### src/hw/rtl/skq_pkg.sv
// skq_pkg: shared types, codes and ascii tables for the scancode key queue
// no dependencies; compiled first
`default_nettype none

package skq_pkg;

	localparam int QUEUE_DEPTH_DEF = 64;
	localparam int KEYCODE_W       = 10;
	localparam int ASCII_W         = 8;

	// set-1 scancodes of the modifier keys (release bit stripped)
	localparam logic [6:0] CODE_CTRL   = 7'h1d;
	localparam logic [6:0] CODE_ALT    = 7'h38;
	localparam logic [6:0] CODE_LSHIFT = 7'h2a;
	localparam logic [6:0] CODE_RSHIFT = 7'h36;
	localparam logic [6:0] CODE_CAPS   = 7'h3a;
	// first make code past the character tables
	localparam logic [6:0] TABLE_LEN   = 7'h3a;

	typedef enum logic [1:0] {
		ST_DONE  = 2'd0,
		ST_KEY   = 2'd1,
		ST_EMPTY = 2'd2,
		ST_FULL  = 2'd3
	} status_t;

	typedef enum logic [1:0] {
		OP_NONE = 2'd0,
		OP_PUSH = 2'd1,
		OP_POP  = 2'd2
	} op_kind_t;

	// classified work handed from the front to the back
	typedef struct packed {
		op_kind_t               kind;
		logic [KEYCODE_W-1:0]   word;
	} op_t;

	// unshifted character for a make code below TABLE_LEN, zero for holes
	function automatic logic [ASCII_W-1:0] plain_ascii(input logic [5:0] key);
		logic [ASCII_W-1:0] c;
		case (key)
			6'h01: c = 8'h1b;
			6'h02: c = "1";
			6'h03: c = "2";
			6'h04: c = "3";
			6'h05: c = "4";
			6'h06: c = "5";
			6'h07: c = "6";
			6'h08: c = "7";
			6'h09: c = "8";
			6'h0a: c = "9";
			6'h0b: c = "0";
			6'h0c: c = "-";
			6'h0d: c = "=";
			6'h0e: c = 8'h08;
			6'h0f: c = 8'h09;
			6'h10: c = "q";
			6'h11: c = "w";
			6'h12: c = "e";
			6'h13: c = "r";
			6'h14: c = "t";
			6'h15: c = "y";
			6'h16: c = "u";
			6'h17: c = "i";
			6'h18: c = "o";
			6'h19: c = "p";
			6'h1a: c = "[";
			6'h1b: c = "]";
			6'h1c: c = 8'h0a;
			6'h1e: c = "a";
			6'h1f: c = "s";
			6'h20: c = "d";
			6'h21: c = "f";
			6'h22: c = "g";
			6'h23: c = "h";
			6'h24: c = "j";
			6'h25: c = "k";
			6'h26: c = "l";
			6'h27: c = ";";
			6'h28: c = 8'h27;
			6'h29: c = 8'h60;
			6'h2b: c = 8'h5c;
			6'h2c: c = "z";
			6'h2d: c = "x";
			6'h2e: c = "c";
			6'h2f: c = "v";
			6'h30: c = "b";
			6'h31: c = "n";
			6'h32: c = "m";
			6'h33: c = ",";
			6'h34: c = ".";
			6'h35: c = "/";
			6'h39: c = 8'h20;
			default: c = 8'h00;
		endcase
		return c;
	endfunction

	// shifted character for a make code below TABLE_LEN, zero for holes
	function automatic logic [ASCII_W-1:0] shift_ascii(input logic [5:0] key);
		logic [ASCII_W-1:0] c;
		case (key)
			6'h01: c = 8'h1b;
			6'h02: c = "!";
			6'h03: c = "@";
			6'h04: c = "#";
			6'h05: c = "$";
			6'h06: c = "%";
			6'h07: c = "^";
			6'h08: c = "&";
			6'h09: c = "*";
			6'h0a: c = "(";
			6'h0b: c = ")";
			6'h0c: c = "_";
			6'h0d: c = "+";
			6'h0e: c = 8'h08;
			6'h0f: c = 8'h09;
			6'h10: c = "Q";
			6'h11: c = "W";
			6'h12: c = "E";
			6'h13: c = "R";
			6'h14: c = "T";
			6'h15: c = "Y";
			6'h16: c = "U";
			6'h17: c = "I";
			6'h18: c = "O";
			6'h19: c = "P";
			6'h1a: c = "{";
			6'h1b: c = "}";
			6'h1c: c = 8'h0a;
			6'h1e: c = "A";
			6'h1f: c = "S";
			6'h20: c = "D";
			6'h21: c = "F";
			6'h22: c = "G";
			6'h23: c = "H";
			6'h24: c = "J";
			6'h25: c = "K";
			6'h26: c = "L";
			6'h27: c = ":";
			6'h28: c = 8'h22;
			6'h29: c = "~";
			6'h2b: c = "|";
			6'h2c: c = "Z";
			6'h2d: c = "X";
			6'h2e: c = "C";
			6'h2f: c = "V";
			6'h30: c = "B";
			6'h31: c = "N";
			6'h32: c = "M";
			6'h33: c = "<";
			6'h34: c = ">";
			6'h35: c = "?";
			6'h39: c = 8'h20;
			default: c = 8'h00;
		endcase
		return c;
	endfunction

endpackage

`default_nettype wire

### src/hw/rtl/skq_in_if.sv
// skq_in_if: input channel carrying scancodes and read requests
// depends on nothing
`default_nettype none

interface skq_in_if;
	logic       valid;
	logic       ready;
	logic       func;
	logic [7:0] scan_byte;

	modport source (output valid, output func, output scan_byte, input ready);
	modport sink   (input valid, input func, input scan_byte, output ready);
endinterface

`default_nettype wire

### src/hw/rtl/skq_out_if.sv
// skq_out_if: result channel carrying status and keycode
// depends on nothing
`default_nettype none

interface skq_out_if;
	logic       valid;
	logic       ready;
	logic [1:0] status;
	logic [9:0] keycode;

	modport source (output valid, output status, output keycode, input ready);
	modport sink   (input valid, input status, input keycode, output ready);
endinterface

`default_nettype wire

### src/hw/rtl/skq_front.sv
// skq_front: takes input transfers, tracks held modifiers, looks up ascii
// depends on skq_pkg and skq_in_if
`default_nettype none

module skq_front (
	input  wire logic          clk,
	input  wire logic          arst_n,
	skq_in_if.sink             key_in,
	output skq_pkg::op_t       op,
	output logic               op_valid,
	input  wire logic          op_ready
);
	import skq_pkg::*;

	logic                 lshift_q;
	logic                 rshift_q;
	logic                 caps_q;
	logic                 ctrl_q;
	logic                 alt_q;
	logic                 accept;
	logic                 pressed;
	logic [6:0]           key;
	logic                 is_mod;
	logic [ASCII_W-1:0]   ascii;

	assign key_in.ready = op_ready;
	assign op_valid     = key_in.valid;
	assign accept       = key_in.valid && op_ready;
	assign pressed      = !key_in.scan_byte[7];
	assign key          = key_in.scan_byte[6:0];

	// modifier keys never produce a character
	always_comb begin
		case (key)
			CODE_CTRL, CODE_ALT, CODE_LSHIFT, CODE_RSHIFT, CODE_CAPS: is_mod = 1'b1;
			default: is_mod = 1'b0;
		endcase
	end

	// character lookup, shifted while any shift or capslock is held
	always_comb begin
		if (lshift_q || rshift_q || caps_q) begin
			ascii = shift_ascii(key[5:0]);
		end else begin
			ascii = plain_ascii(key[5:0]);
		end
	end

	// classify the item into an op for the back
	always_comb begin
		op.kind = OP_NONE;
		op.word = {ctrl_q, alt_q, ascii};
		if (key_in.func) begin
			op.kind = OP_POP;
		end else if (!is_mod && pressed && key < TABLE_LEN && ascii != '0) begin
			op.kind = OP_PUSH;
		end
	end

	// held-modifier flags follow make and break codes
	always_ff @(posedge clk or negedge arst_n) begin
		if (!arst_n) begin
			lshift_q <= 1'b0;
			rshift_q <= 1'b0;
			caps_q   <= 1'b0;
			ctrl_q   <= 1'b0;
			alt_q    <= 1'b0;
		end else if (accept && !key_in.func) begin
			case (key)
				CODE_CTRL:   ctrl_q   <= pressed;
				CODE_ALT:    alt_q    <= pressed;
				CODE_LSHIFT: lshift_q <= pressed;
				CODE_RSHIFT: rshift_q <= pressed;
				CODE_CAPS:   caps_q   <= pressed;
				default: ;
			endcase
		end
	end

endmodule

`default_nettype wire

### src/hw/rtl/skq_opq.sv
// skq_opq: two-entry queue of classified ops between front and back
// depends on skq_pkg
`default_nettype none

module skq_opq (
	input  wire logic          clk,
	input  wire logic          arst_n,
	input  wire skq_pkg::op_t  wr_op,
	input  wire logic          wr_valid,
	output logic               wr_ready,
	output skq_pkg::op_t       rd_op,
	output logic               rd_valid,
	input  wire logic          rd_ready
);
	import skq_pkg::*;

	op_t        slot_q [2];
	logic       wr_idx_q;
	logic       rd_idx_q;
	logic [1:0] count_q;
	logic       push;
	logic       pop;

	assign wr_ready = count_q != 2'd2;
	assign rd_valid = count_q != 2'd0;
	assign rd_op    = slot_q[rd_idx_q];
	assign push     = wr_valid && wr_ready;
	assign pop      = rd_valid && rd_ready;

	// slot storage
	always_ff @(posedge clk) begin
		if (push) begin
			slot_q[wr_idx_q] <= wr_op;
		end
	end

	// indexes and fill count
	always_ff @(posedge clk or negedge arst_n) begin
		if (!arst_n) begin
			wr_idx_q <= 1'b0;
			rd_idx_q <= 1'b0;
			count_q  <= 2'd0;
		end else begin
			if (push) begin
				wr_idx_q <= !wr_idx_q;
			end
			if (pop) begin
				rd_idx_q <= !rd_idx_q;
			end
			if (push && !pop) begin
				count_q <= count_q + 2'd1;
			end else if (pop && !push) begin
				count_q <= count_q - 2'd1;
			end
		end
	end

endmodule

`default_nettype wire

### src/hw/rtl/skq_back.sv
// skq_back: keycode ring store, pointers and the result register
// depends on skq_pkg and skq_out_if
`default_nettype none

module skq_back #(
	parameter int QUEUE_DEPTH = skq_pkg::QUEUE_DEPTH_DEF
) (
	input  wire logic          clk,
	input  wire logic          arst_n,
	input  wire skq_pkg::op_t  op,
	input  wire logic          op_valid,
	output logic               op_ready,
	skq_out_if.source          key_out
);
	import skq_pkg::*;

	localparam int PTR_W = $clog2(QUEUE_DEPTH);
	localparam logic [PTR_W-1:0] PTR_LAST = PTR_W'(QUEUE_DEPTH - 1);

	logic [KEYCODE_W-1:0] store_q [QUEUE_DEPTH];
	logic [PTR_W-1:0]     wr_ptr_q;
	logic [PTR_W-1:0]     rd_ptr_q;
	logic [PTR_W-1:0]     wr_next;
	logic [PTR_W-1:0]     rd_next;
	logic                 out_valid_q;
	status_t              status_q;
	logic [KEYCODE_W-1:0] rdata_q;
	logic                 take;
	logic                 is_full;
	logic                 is_empty;
	logic                 do_push;
	logic                 do_pop;
	status_t              status_d;

	assign wr_next  = (wr_ptr_q == PTR_LAST) ? '0 : wr_ptr_q + PTR_W'(1);
	assign rd_next  = (rd_ptr_q == PTR_LAST) ? '0 : rd_ptr_q + PTR_W'(1);
	assign is_full  = wr_next == rd_ptr_q;
	assign is_empty = wr_ptr_q == rd_ptr_q;

	// take an op whenever the result register is free or being drained
	assign op_ready = !out_valid_q || key_out.ready;
	assign take     = op_valid && op_ready;
	assign do_push  = take && op.kind == OP_PUSH && !is_full;
	assign do_pop   = take && op.kind == OP_POP && !is_empty;

	// status of the op being taken
	always_comb begin
		case (op.kind)
			OP_PUSH: status_d = is_full ? ST_FULL : ST_DONE;
			OP_POP:  status_d = is_empty ? ST_EMPTY : ST_KEY;
			default: status_d = ST_DONE;
		endcase
	end

	// keycode store, written at the write pointer, read data registered
	always_ff @(posedge clk) begin
		if (do_push) begin
			store_q[wr_ptr_q] <= op.word;
		end
		if (do_pop) begin
			rdata_q <= store_q[rd_ptr_q];
		end
	end

	// pointers and result register control
	always_ff @(posedge clk or negedge arst_n) begin
		if (!arst_n) begin
			wr_ptr_q    <= '0;
			rd_ptr_q    <= '0;
			out_valid_q <= 1'b0;
			status_q    <= ST_DONE;
		end else begin
			if (do_push) begin
				wr_ptr_q <= wr_next;
			end
			if (do_pop) begin
				rd_ptr_q <= rd_next;
			end
			if (take) begin
				out_valid_q <= 1'b1;
				status_q    <= status_d;
			end else if (key_out.ready) begin
				out_valid_q <= 1'b0;
			end
		end
	end

	assign key_out.valid   = out_valid_q;
	assign key_out.status  = status_q;
	assign key_out.keycode = (status_q == ST_KEY) ? rdata_q : '0;

	// pointers stay inside the ring
	a_ptr_range: assert property (@(posedge clk) disable iff (!arst_n)
		(wr_ptr_q <= PTR_LAST) && (rd_ptr_q <= PTR_LAST))
		else $error("ring pointer out of range");

	// a read of an empty ring leaves the read pointer alone
	a_empty_hold: assert property (@(posedge clk) disable iff (!arst_n)
		(take && op.kind == OP_POP && is_empty) |=> (rd_ptr_q == $past(rd_ptr_q)))
		else $error("read pointer moved on empty read");

	// a dropped push leaves the write pointer alone
	a_full_hold: assert property (@(posedge clk) disable iff (!arst_n)
		(take && op.kind == OP_PUSH && is_full) |=> (wr_ptr_q == $past(wr_ptr_q)))
		else $error("write pointer moved on dropped push");

	// a taken op always shows up as a result on the next cycle
	a_take_result: assert property (@(posedge clk) disable iff (!arst_n)
		take |=> out_valid_q)
		else $error("taken op produced no result");

endmodule

`default_nettype wire

### src/hw/rtl/scancode_to_ascii_key_queue_top.sv
// scancode_to_ascii_key_queue_top: scancode to ascii keycode queue
// depends on skq_pkg, skq_in_if, skq_out_if, skq_front, skq_opq, skq_back
//
//   channel   dir   payload                        handshake
//   key_in    in    func, scan_byte[7:0]           valid / ready
//   key_out   out   status[1:0], keycode[9:0]      valid / ready
//
// one item per cycle sustained while key_out takes results; a result follows its transfer
// (front classifies into the op queue, back updates the ring and result register)
// the two-entry op queue lets the front take up to two items while key_out stalls
// reset clears modifier flags, ring pointers and queue counts; no clearing pass
// the keycode ring holds QUEUE_DEPTH-1 entries; pushes into a full ring are dropped
`default_nettype none

module scancode_to_ascii_key_queue_top #(
	parameter int QUEUE_DEPTH = skq_pkg::QUEUE_DEPTH_DEF
) (
	input  wire logic  clk,
	input  wire logic  arst_n,
	skq_in_if.sink     key_in,
	skq_out_if.source  key_out
);
	import skq_pkg::*;

	op_t  front_op;
	logic front_valid;
	logic front_ready;
	op_t  back_op;
	logic back_valid;
	logic back_ready;

	// classify incoming transfers
	skq_front u_front (
		.clk      (clk),
		.arst_n   (arst_n),
		.key_in   (key_in),
		.op       (front_op),
		.op_valid (front_valid),
		.op_ready (front_ready)
	);

	// decoupling queue
	skq_opq u_opq (
		.clk      (clk),
		.arst_n   (arst_n),
		.wr_op    (front_op),
		.wr_valid (front_valid),
		.wr_ready (front_ready),
		.rd_op    (back_op),
		.rd_valid (back_valid),
		.rd_ready (back_ready)
	);

	// ring store and results
	skq_back #(
		.QUEUE_DEPTH (QUEUE_DEPTH)
	) u_back (
		.clk      (clk),
		.arst_n   (arst_n),
		.op       (back_op),
		.op_valid (back_valid),
		.op_ready (back_ready),
		.key_out  (key_out)
	);

endmodule

`default_nettype wire
### src/flat_wrapper.sv
// flat-port wrapper written by rule: the top's interface ports become plain ports
module scancode_to_ascii_key_queue_top_flat import skq_pkg::*;
#(
	parameter int QUEUE_DEPTH = skq_pkg::QUEUE_DEPTH_DEF
)
  (clk, arst_n, key_in_valid, key_in_func, key_in_scan_byte, key_in_ready, key_out_valid, key_out_status, key_out_keycode, key_out_ready);
  skq_in_if key_in_i ();
  skq_out_if key_out_i ();
  input  wire logic clk;
  input  wire logic arst_n;
  input wire logic [$bits(key_in_i.valid)-1:0] key_in_valid;
  input wire logic [$bits(key_in_i.func)-1:0] key_in_func;
  input wire logic [$bits(key_in_i.scan_byte)-1:0] key_in_scan_byte;
  output wire logic [$bits(key_in_i.ready)-1:0] key_in_ready;
  output wire logic [$bits(key_out_i.valid)-1:0] key_out_valid;
  output wire logic [$bits(key_out_i.status)-1:0] key_out_status;
  output wire logic [$bits(key_out_i.keycode)-1:0] key_out_keycode;
  input wire logic [$bits(key_out_i.ready)-1:0] key_out_ready;
  assign key_in_i.valid = key_in_valid;
  assign key_in_i.func = key_in_func;
  assign key_in_i.scan_byte = key_in_scan_byte;
  assign key_in_ready = key_in_i.ready;
  assign key_out_valid = key_out_i.valid;
  assign key_out_status = key_out_i.status;
  assign key_out_keycode = key_out_i.keycode;
  assign key_out_i.ready = key_out_ready;
  scancode_to_ascii_key_queue_top #(.QUEUE_DEPTH(QUEUE_DEPTH)) u_core (.clk(clk), .arst_n(arst_n), .key_in(key_in_i), .key_out(key_out_i));
endmodule
### config.mk
export PLATFORM = sky130hd
export DESIGN_NAME = scancode_to_ascii_key_queue_top_flat
export DESIGN_NICKNAME = d
export VERILOG_FILES = /design/src/hw/rtl/skq_pkg.sv /design/src/hw/rtl/skq_in_if.sv /design/src/hw/rtl/skq_out_if.sv /design/src/hw/rtl/skq_front.sv /design/src/hw/rtl/skq_opq.sv /design/src/hw/rtl/skq_back.sv /design/src/hw/rtl/scancode_to_ascii_key_queue_top.sv /design/src/flat_wrapper.sv
export SDC_FILE = /design/constraint.sdc
export NUM_CORES = 1
export LEC_CHECK = 0
export BUFFER_PORTS_ARGS = -buffer_cell sky130_fd_sc_hd__buf_2
export CORE_MARGIN = 2
export CORE_UTILIZATION = 35
export CTS_CLUSTER_DIAMETER = 50
export DETAILED_ROUTE_END_ITERATION = 10
export PLACE_DENSITY = 0.53
export RECOVER_POWER = 25
export SLEW_MARGIN = 20
export SYNTH_ARGS = -nofsm -noshare
export SYNTH_HDL_FRONTEND = slang
export SYNTH_HIERARCHICAL = 1
export SYNTH_SLANG_ARGS = --single-unit
### constraint.sdc
create_clock -name clk -period 8.59 [get_ports clk]
set_input_delay 2.577 -clock clk [delete_from_list [all_inputs] [get_ports clk]]
set_output_delay 2.577 -clock clk [all_outputs]
set_load 0.02 [all_outputs]
After elaboration in Yosys (flattened, before gate mapping)
Memories as Yosys holds them, arrays and structs flattened. A register that Yosys moved wholly into a read port is not among the register bits.
Index checks and enable logic that the tools add are counted.
{"block": "classes", "n_mux": 18, "magnitude_cmp": 1, "n_addsub": 4, "n_reduce_logical": 35, "eq_ne": 13}
{"operator": "7-bit by 6-bit == test with 1-bit output (second input constant)", "n": 4}
{"operator": "6-bit by 1-bit adder with 6-bit output (second input constant)", "n": 2}
{"operator": "6-bit == test", "n": 2}
{"operator": "6-bit == test (second input constant)", "n": 2}
{"operator": "1-bit logical AND", "n": 12}
{"operator": "6-bit 2-to-1 mux", "n": 2}
{"operator": "1-bit logical NOT", "n": 10}
{"operator": "10-bit 2-to-1 mux", "n": 1}
{"operator": "2-bit 2-to-1 mux", "n": 5}
{"operator": "2-bit AND reduction", "n": 5}
{"operator": "1-bit 2-to-1 mux", "n": 8}
{"operator": "8-bit 2-to-1 mux", "n": 1}
{"operator": "8-bit nonzero test", "n": 1}
{"operator": "7-bit by 5-bit == test with 1-bit output (second input constant)", "n": 1}
{"operator": "7-bit by 6-bit less-than comparator with 1-bit output (second input constant)", "n": 1}
{"operator": "2-bit nonzero test", "n": 3}
{"operator": "5-bit OR reduction", "n": 1}
{"operator": "2-bit by 1-bit == test with 1-bit output (second input constant)", "n": 2}
{"operator": "2-bit one-hot mux with 2 select lines", "n": 1}
{"operator": "1-bit logical OR", "n": 3}
{"operator": "2-bit by 1-bit adder with 2-bit output (second input constant)", "n": 1}
{"operator": "2-bit == test (second input constant)", "n": 1}
{"operator": "2-bit inequality test (second input constant)", "n": 1}
{"operator": "2-bit by 1-bit subtractor with 2-bit output (second input constant)", "n": 1}
{"block": "totals", "word_cells": 87, "register_bits": 24, "in_bits": 13, "mem_bits_ro": 896, "n_memories": 4, "mem_bits_rw": 664, "output_inout_bits": 14}
{"memory": "u_core.u_back.store_q", "words": 64, "width": 10, "read_ports": 1, "rd_clocked_by_memory_dff": 1, "write_ports": 1, "line_no": "skq_back.sv:20", "rtl": "logic [KEYCODE_W-1:0] store_q [QUEUE_DEPTH];"}
{"memory": "(no name shown)", "words": 64, "width": 7, "read_ports": 1, "rd_clocked_by_memory_dff": 0, "write_ports": 0, "line_no": "skq_pkg.sv:103", "rtl": "case (key)"}
{"memory": "(no name shown)", "words": 64, "width": 7, "read_ports": 1, "rd_clocked_by_memory_dff": 0, "write_ports": 0, "line_no": "skq_pkg.sv:42", "rtl": "case (key)"}
{"memory": "u_core.u_opq.slot_q", "words": 2, "width": 12, "read_ports": 1, "rd_clocked_by_memory_dff": 0, "write_ports": 1, "line_no": "skq_opq.sv:17", "rtl": "op_t slot_q [2];"}

Depth between registers and ports, before layout
Gate-level depths: netlist of run 1.
{"block": "depth", "depth_word": 9, "depth_mapped": 11, "depth_no_buf": 8}

Hierarchy
Netlist of run 1, hierarchy kept.
{"module": "skq_back", "area_each_um2": 26165.1, "instances": 1, "seq_area_each_um2": 19894.1, "cells_per_inst": 1269}
{"module": "skq_front", "area_each_um2": 1437.6, "instances": 1, "seq_area_each_um2": 125.1, "cells_per_inst": 204}
{"module": "skq_opq", "area_each_um2": 1078.5, "instances": 1, "seq_area_each_um2": 820.8, "cells_per_inst": 55}

Worst setup path after synthesis of run 1
Ideal clock, no wire load.
{"block": "synth_path", "path_kind": "input to register", "start": "input key_in_scan_byte[1]", "end": "memory u_core/u_opq/slot_q[0][10] (netlist bit) (data pin)", "setup_ps": 268, "path_slack_ps": 3657, "arrival_time_ps": 4665, "cell_stages": 9, "required_time_ps": 8322, "n_path_buf": 1, "cell_sequence": "clkbuf_1 -> inv_1 -> ha_1 -> nand2b_1 -> mux2i_1 -> a2111oi_1 -> or4_4 -> a311o_1 -> o41a_1"}
{"element": "start, declared", "line_no": "flat_wrapper.sv:13", "rtl": "input wire logic [$bits(key_in_i.scan_byte)-1:0] key_in_scan_byte;"}
{"element": "end, declared", "line_no": "skq_opq.sv:17"}

Worst setup path after layout of run 1
{"block": "layout_path", "start": "register u_core.u_back.status_q[1], in the netlist u_core/u_back/key_out.status[1]", "end": "output key_out_keycode[5]"}
{"block": "layout_via", "elab_chain_cells": 2}
{"element": "start, declared", "line_no": "skq_back.sv:26", "rtl": "status_t status_q;"}
{"element": "start signal, assigned", "line_no": "skq_back.sv:81", "rtl": "status_q <= status_d;"}
{"element": "2-bit by 1-bit == test with 1-bit output", "line_no": "skq_back.sv:90", "rtl": "assign key_out.keycode = (status_q == ST_KEY) ? rdata_q : '0;"}
{"element": "10-bit 2-to-1 mux", "line_no": "skq_back.sv:90"}
{"element": "end, declared", "line_no": "flat_wrapper.sv:17", "rtl": "output wire logic [$bits(key_out_i.keycode)-1:0] key_out_keycode;"}
No other way between the ends.

==> key figures, run 1 <==
Timing
  • RSZ-0062 raised after global routing: no
  • Setup TNS: 0 ns
  • Final min period: 5.00 ns
  • Final hold vios: 0
  • Setup-failing EPs final: 0
  • Slew HR: -89.6%
  • Max Fclk: 0.200 GHz
  • Final clock skew: 0.0298 ns
  • Period utilization: 58.2%
  • Worst-Margin Slew: 2.84 ns
  • Final Slew Violations: 585

Global route
  • Initial antenna violation count: 1
  • Grt ovf: 0
  • Largest net degree at the start of global routing: 103
  • Vias in the first global route: 14900
  • First-pass GRT wire length: 105000 um
  • Tot GR Track Use: 17.0%

Yosys
  • Syn. warnings: 6
  • Dominant cell type by area after synthesis: edfxtp_1
  • Synthesized area: 28700 um2
  • Top cell type's share of synthesized area: 70.6%
  • Post-Syn Nets: 1559
  • Ranking of synthesized cells by area: edfxtp_1 (71%), mux4_2 (12%), dfrtp_1 (2.1%)
  • Post-synth EDFFs: 674
  • Post-synthesis sequential area ratio: 72.7%
  • Average size of a mapped cell: 18.8 um2
  • Yosys reg bits: 698
  • Unique masters post-synth: 79
  • Post-synth top cells: edfxtp_1 (674), mux4_2 (155), nor2_1 (98)
  • Asr flop ratio synth: 3.44%
  • Most frequent cell after synthesis: edfxtp_1
  • Most used flip-flop cell after synthesis: edfxtp_1
  • Mapped Cells: 1528

Critical path
  • Top cell family by delay on the critical path: simple AND/OR/NAND/NOR gates
  • Req. time, crit path: 6.01 ns
  • Worst R2R Path Depth: 7
  • Critical Path Start Type: register
  • FF-to-FF setup slack: 4.53 ns
  • Critical path arrival: 2.42 ns
  • Crit path max-delay cell type: nor2b_1
  • Worst-path fanout max: 10
  • Critical setup path kind: reg2out
  • Crit Reg-Reg Endpoint: u_core/u_back/store_q[16][0]
  • Slowest cell delay on critical path: 0.82 ns
  • Critical Path, Cell by Cell: nor2b_1 -> and2_1 -> buf_2
  • CP bufs+invs: 1
  • CP Capture Type: primary output
  • Reg-to-Reg Start: u_core/u_back/wr_ptr_q[2]

Clocking
  • Inserted Clock Buffers: 76
  • Clock-pin slew on the worst setup and hold paths: 0.05 ns
  • Clk sink count: 698
  • Post-CTS Setup Bufs: 0
  • Clk root buf: clkbuf_16
  • H-tree levels: 3
  • CTS resizes: 0
  • Max Buffers Root-to-Sink: 3
  • Hold Buf Count CTS: 0
  • Skew-Pair Late Insertion Delay: 0.62 ns
  • CTS tree: yes

Floorplanning
  • Die area: 84300 um2
  • Die Ht: 290 um
  • Initial Util: 35.5%
  • Core box area: 80800 um2
  • Num rows: 104
  • Die width: 290 um
  • # IOs: 27

Power
  • Sw frac: 31.3%
  • Clock power frac: 30.3%
  • Total power: 10.5 mW
  • Int Pwr: 7.22 mW
  • Gate power share: 26.7%
  • Seq pwr share: 43.1%
  • Power Dens Cells: 326 nW/um2
  • Leakage: 10.1 nW
  • Net Sw Power: 3.29 mW
  • Peak VDD IR: 0.254 mV

Cells and area
  • Ant diodes: 0
  • Post-layout nets: 1581
  • Area Growth Syn to Fin: 12.5%
  • Share of layout cells above drive strength 1: 21.8%

Route
  • Vias: 14900
  • DR DRC count: 0
  • Wirelength, routed: 72300 um
  • Avg WL per Cell: 27.1 um
  • Via density: 5.57
  • Antenna Nets Post-Route: 0
  • TritonRoute pass-1 iters: 6
  • Initial DRC Count: 1543

Min path
  • Worst Hold Class: reg2reg
  • Worst hold path startpoint: u_core/u_front/ctrl_q
  • Hold EP: u_core/u_opq/slot_q[0][9]
  • Hold Crit Depth: 0

Placed design
  • GP Congestion: 0.869
  • Hpwl dp: 42800 um
  • Port buffer count: 26

Outcome
  • Status: finished with violations
  • Violations in the final reports: max-capacitance violations, max-slew violations

Run
  • # Max-Cap Violations: 9
==> layer usage <==
metal / track usage (%) / part of all wire (%) / up-vias
met4: 3.62 / 1.8 / 0
li1: - / - / 6281
met5: 0 / 0 / -
met3: 2.68 / 5.6 / 93
met2: 27.9 / 49 / 547
met1: 24.0 / 44 / 7950
==> flip-flops by register name, summed over array words and instances (netlist names) <==
signal,cells
u_core/u_front/ctrl_q,1
u_core/u_front/rshift_q,1
u_core/u_back/store_q,640
u_core/u_front/alt_q,1
u_core/u_back/key_out.status,2
u_core/u_back/rd_ptr_q,6
u_core/u_opq/slot_q,24
u_core/u_opq/count_q,2
u_core/u_opq/rd_idx_q,1
u_core/u_back/key_out.valid,1
u_core/u_front/lshift_q,1
u_core/u_opq/wr_idx_q,1
u_core/u_back/rdata_q,10
u_core/u_back/wr_ptr_q,6
u_core/u_front/caps_q,1
==> cells in the final DEF (no fill, tap or decap), types with 7 or more instances in the layout <==
master,instances
a21oi_1,21
a221oi_1,11
a22oi_1,19
a31oi_1,7
and2_1,15
buf_2,26
buf_4,14
clkbuf_1,13
clkbuf_16,79
clkinv_1,14
clkinv_2,9
dfrtp_1,21
edfxtp_1,674
ha_1,18
inv_1,13
mux2_1,9
mux2_2,11
mux2i_1,47
mux4_2,155
nand2_1,50
nand2b_1,11
nand3_1,21
nor2_1,96
nor2b_1,22
nor3_1,11
o211ai_1,9
o21ai_0,24
o22ai_1,16
o31ai_1,12
or2_2,8
xnor2_1,8
xor2_1,8
==> through the flow <==
stage / instances / worst slack [ns] / hold WS [ns] / utilization, % / instance area [um2]
finish: 2668 / 3.59 / 0.486 / 39.9 / 32300
CTS: 2668 / 3.64 / 0.487 / 40.0 / 32300
floorplan: 1528 / 3.66 / 0.461 / - / 28700
detailed placement: 2532 / 3.30 / 0.477 / 36.9 / 29900
global route: 2668 / 3.55 / 0.494 / 39.9 / 32300
global placement: 2532 / 3.33 / 0.453 / 36.9 / 29900
==> worst max path at each step <==
stage                                    start                      endpoint  slack, ns  cells after the start
2_1_floorplan              key_in_scan_byte[1]    u_core/u_opq/slot_q[0][10]       3.66                      9
3_3_place_gp                     key_out_ready  u_core/u_back/store_q[54][3]       3.33                      7
3_5_place_dp                     key_out_ready  u_core/u_back/store_q[19][0]       3.30                      7
4_1_cts        u_core/u_back/key_out.status[1]            key_out_keycode[1]       3.64                      3
5_1_grt        u_core/u_back/key_out.status[1]            key_out_keycode[1]       3.55                      3
6_report       u_core/u_back/key_out.status[1]            key_out_keycode[5]       3.59                      3
==> layout make-up <==
cell class / count / area [um2]
fill: 7182 / 48500
timing repair buffer: 41 / 255
multi-input combinational: 717 / 7330
clock inverter: 42 / 390
clock buffer: 94 / 2050
sequential: 698 / 20900
inverter: 16 / 60.1
tap: 1060 / 1330
==> cell families after synthesis <==
kind of cell / share of synthesized area [%]
fa+ha+maj: 0.785
simple gates: 5.12
other cells: 0.0131
flops: 72.7
buf+inv: 1.89
xor+xnor: 0.545
mux: 14.6
compound gates: 4.35
==> power by group through the flow <==
stage               registers (mW)  logic (mW)  clock network (mW)
floorplan                     4.37        1.95                   0
global placement              4.56        2.87                   0
detailed placement            4.56        2.87                   0
CTS                           4.49        2.88                3.24
finish                        4.53        2.80                3.18
global route                  4.56        2.99                3.36
==> worst reg2reg max path: stages (launching register included) <==
cell and delay, ns:
dfrtp_1 0.71, nand3_2 0.56, and2_1 0.38, o221ai_2 0.25, o31ai_4 0.07, buf_4 0.24
or4b_1 0.68, nor2_1 0.78
No activity file was read; power rests on OpenSTA's default activity.
==> run 2: changes to the inputs <==
--- a/config.mk
+++ b/config.mk
@@ -5,6 +5,7 @@
 export SDC_FILE = /design/constraint.sdc
 export NUM_CORES = 1
 export LEC_CHECK = 0
+export ABC_AREA = 1
 export BUFFER_PORTS_ARGS = -buffer_cell sky130_fd_sc_hd__buf_2
 export CORE_MARGIN = 2
 export CORE_UTILIZATION = 35
==> constraint.sdc (replaced) <==
create_clock -name clk -period 4.7 [get_ports clk]
set_input_delay 1.41 -clock clk [delete_from_list [all_inputs] [get_ports clk]]
set_output_delay 1.41 -clock clk [all_outputs]
set_load 0.02 [all_outputs]
==> run 2 against run 1 <==
Net effect:
- the flow still finishes with violations (max-capacitance violations, max-slew violations)
- combinational power is 150% higher
- largest power group unchanged
- total power is 110% higher
- sequential cell count stayed put
- global-route usage is 1.4 points higher
- worst hold slack better by 0.0043 ns
==> key figures, run 2 <==
Power
  • Total power: 21.8 mW (+110%)
  • Peak VDD IR: 0.387 mV (+53%)
  • Power Dens Cells: 638 nW/um2 (+96%)
  • Leakage: 12.1 nW (+20%)

Timing
  • Max Fclk: 0.274 GHz
  • Period utilization: 77.7%
  • Slew HR: -33.0% (+57 points)
  • Final clock skew: 0.0538 ns (+0.0240 ns)
  • Worst-Margin Slew: 1.99 ns (-0.849 ns)
  • Setup TNS: 0 ns (unchanged)
  • Final Slew Violations: 342 (-42%)
  • Final min period: 3.65 ns
  • RSZ-0062 raised after global routing: no
  • Final hold vios: 0 (unchanged)
  • Setup-failing EPs final: 0 (unchanged)

Cells and area
  • Final core occ: 40.2% (+0.22 points)
  • Filler instances: 8138 (+13%)
  • Leading registers by flop count: u_core/u_back/store_q x640, u_core/u_opq/slot_q x24, u_core/u_back/rdata_q x10
  • Area Growth Syn to Fin: 13.7%
  • Final Non-Filler Cells: 3946 (+48%)
  • Max FFs per register: 640 (unchanged)
  • Most common cell after layout, fill and taps aside: edfxtp_1
  • Biggest register: u_core/u_back/store_q
  • Share of layout cells above drive strength 1: 9.89% (-12 points)
  • Ant diodes: 0 (unchanged)
  • Commonest cells after routing, fill and taps aside: edfxtp_1 (674), nor2_1 (614), nand2_1 (420)
  • Post-layout nets: 2766 (+75%)

Floorplanning
  • Die Ht: 297 um (+2.3%)
  • Initial Util: 35.3% (-0.19 points)
  • Core box area: 85000 um2 (+5.2%)
  • Die area: 88100 um2 (+4.6%)
  • Die width: 297 um (+2.3%)
  • # IOs: 27 (unchanged)
  • Num rows: 107 (+2.9%)

Clocking
  • Inserted Clock Buffers: 84 (+11%)
  • CTS resizes: 0 (unchanged)
  • Clk root buf: clkbuf_16
  • Skew-Pair Late Insertion Delay: 0.65 ns (+0.03 ns)
  • Max Buffers Root-to-Sink: 3 (unchanged)
  • Clk sink count: 698 (unchanged)
  • Post-CTS Setup Bufs: 0 (unchanged)
  • Clock-pin slew on the worst setup and hold paths: 0.05 ns (about the same)
  • CTS tree: yes
  • H-tree levels: 3 (unchanged)
  • Hold Buf Count CTS: 0 (unchanged)

Yosys
  • Ranking of synthesized cells by area: edfxtp_1 (67%), nor2_1 (7.7%), o21ai_0 (5.4%)
  • Yosys reg bits: 698 (unchanged)
  • Top cell type's share of synthesized area: 67.4% (-3.1 points)
  • Unique masters post-synth: 42 (-47%)
  • Mapped Cells: 2714 (+78%)
  • Synthesized area: 30000 um2 (+4.6%)
  • Post-synthesis sequential area ratio: 69.4% (-3.2 points)
  • Post-Syn Nets: 2745 (+76%)
  • Most frequent cell after synthesis: edfxtp_1
  • Post-synth EDFFs: 674 (unchanged)
  • Post-synth top cells: edfxtp_1 (674), nor2_1 (615), nand2_1 (424)
  • Most used flip-flop cell after synthesis: edfxtp_1
  • Asr flop ratio synth: 3.44% (unchanged)
  • Dominant cell type by area after synthesis: edfxtp_1
  • Syn. warnings: 6 (unchanged)
  • Average size of a mapped cell: 11.1 um2 (-41%)

Global route
  • Largest net degree at the start of global routing: 181 (+76%)
  • Initial antenna violation count: 1 (unchanged)
  • Vias in the first global route: 19800 (+33%)
  • First-pass GRT wire length: 123000 um (+18%)
  • Grt ovf: 0 (unchanged)
  • Tot GR Track Use: 18.4% (+1.4 points)

Outcome
  • Violations in the final reports: max-capacitance violations, max-slew violations
  • Status: finished with violations

Route
  • Antenna Nets Post-Route: 0 (unchanged)
  • Vias: 20200 (+36%)
  • Wirelength, routed: 82600 um (+14%)
  • Initial DRC Count: 1880 (+22%)
  • Via density: 5.11 (-8.4%)
  • Avg WL per Cell: 20.9 um (-23%)
  • DR DRC count: 0 (unchanged)
  • TritonRoute pass-1 iters: 5 (-1)

Critical path
  • FF-to-FF setup slack: 1.06 ns (-3.47 ns)
  • Critical Path Start Type: register
  • Worst-path fanout max: 10 (unchanged)
  • Critical path arrival: 2.24 ns (-0.18 ns)
  • Critical setup path kind: reg2out
  • Req. time, crit path: 3.29 ns (-2.72 ns)
  • CP Capture Type: primary output

Placed design
  • Port buffer count: 26 (unchanged)
  • DP Cell Count: 3793 (+50%)
  • Hpwl dp: 49400 um (+16%)
  • GP Congestion: 0.891 (+2.5%)

Run
  • # Max-Cap Violations: 7 (-2)

Min path
  • Worst Hold Class: reg2reg
[run 2: changes by cell type in the layout (fill, tap and decap cells not counted), sizes merged, moves of 104 or more]
cell and delta:
mux4 -155, nor2 +522, o21ai +319, inv +104, nand3 +141, nand2 +386
[run 2: cell type report]
| cell class | instances | area, um2 | share of cell area, % |
|---|---|---|---|
| clock buffers | 95 | 2210 | 6.47 |
| inverters | 117 | 448 | 1.31 |
| flip-flops and latches | 698 | 20800 | 61.1 |
| repair buffers | 92 | 642 | 1.88 |
| clock inverters | 58 | 651 | 1.91 |
| well taps | 1144 | 1430 | 4.19 |
| multi-input cells | 1742 | 7910 | 23.2 |
[run 2: metrics by stage]
step	setup slack [ns]	hold WS (ns)	cell area, um2
final	1.05	0.490	34100
after global routing	0.797	0.513	34100
after CTS	1.04	0.492	34200
after detailed placement	0.507	0.483	31300
after global placement	0.579	0.469	31300
after floorplan	1.57	0.454	30000
[run 2: report_power, final]
part	internal (mW)	total (mW)	switching [mW]	leakage, nW
combinational	1.60	6.97	5.37	4.33
sequential	8.02	8.26	0.238	6.40
clock	3.93	6.56	2.64	1.38
[run 2: worst paths after layout]
check	start	end	cells after the start
setup / recovery	u_core/u_back/key_out.status[1]	key_out_keycode[8]	4
hold / removal	u_core/u_front/alt_q	u_core/u_opq/slot_q[0][8]	0
setup reg to reg	u_core/u_back/rd_ptr_q[0]	u_core/u_back/store_q[34][5]	10
hold reg to reg	u_core/u_front/alt_q	u_core/u_opq/slot_q[0][8]	0
max in group asynchronous	arst_n	u_core/u_back/rd_ptr_q[0]	1
min in group asynchronous	arst_n	u_core/u_back/rd_ptr_q[1]	1
[run 2: per-layer routing]
layer,track usage [%],wire length (um)
met1,25.5,36400
met5,0,0
met2,29.8,39000
met4,5.67,2300
met3,2.77,4890
[run 2: cell families (layout without fill, tap and decap cells)]
logic type,Yosys count,after routing,synth area share [%]
AOI/OAI and AO/OA,461,461,8.39
xor gates and xnor gates,7,7,0.229
adders and majority gates,18,18,0.750
buffers and inverters,274,362,4.23
DFF,698,698,69.4
other,1,1,0.0125
and+or+nand+nor,1255,1255,16.9
[run 2: worst max-delay path, cell delays in order (launching register included)]
cell	delay (ns)
dfrtp_1	0.38
inv_1	0.05
nand2_1	0.37
nor2_1	0.56
buf_2	0.26
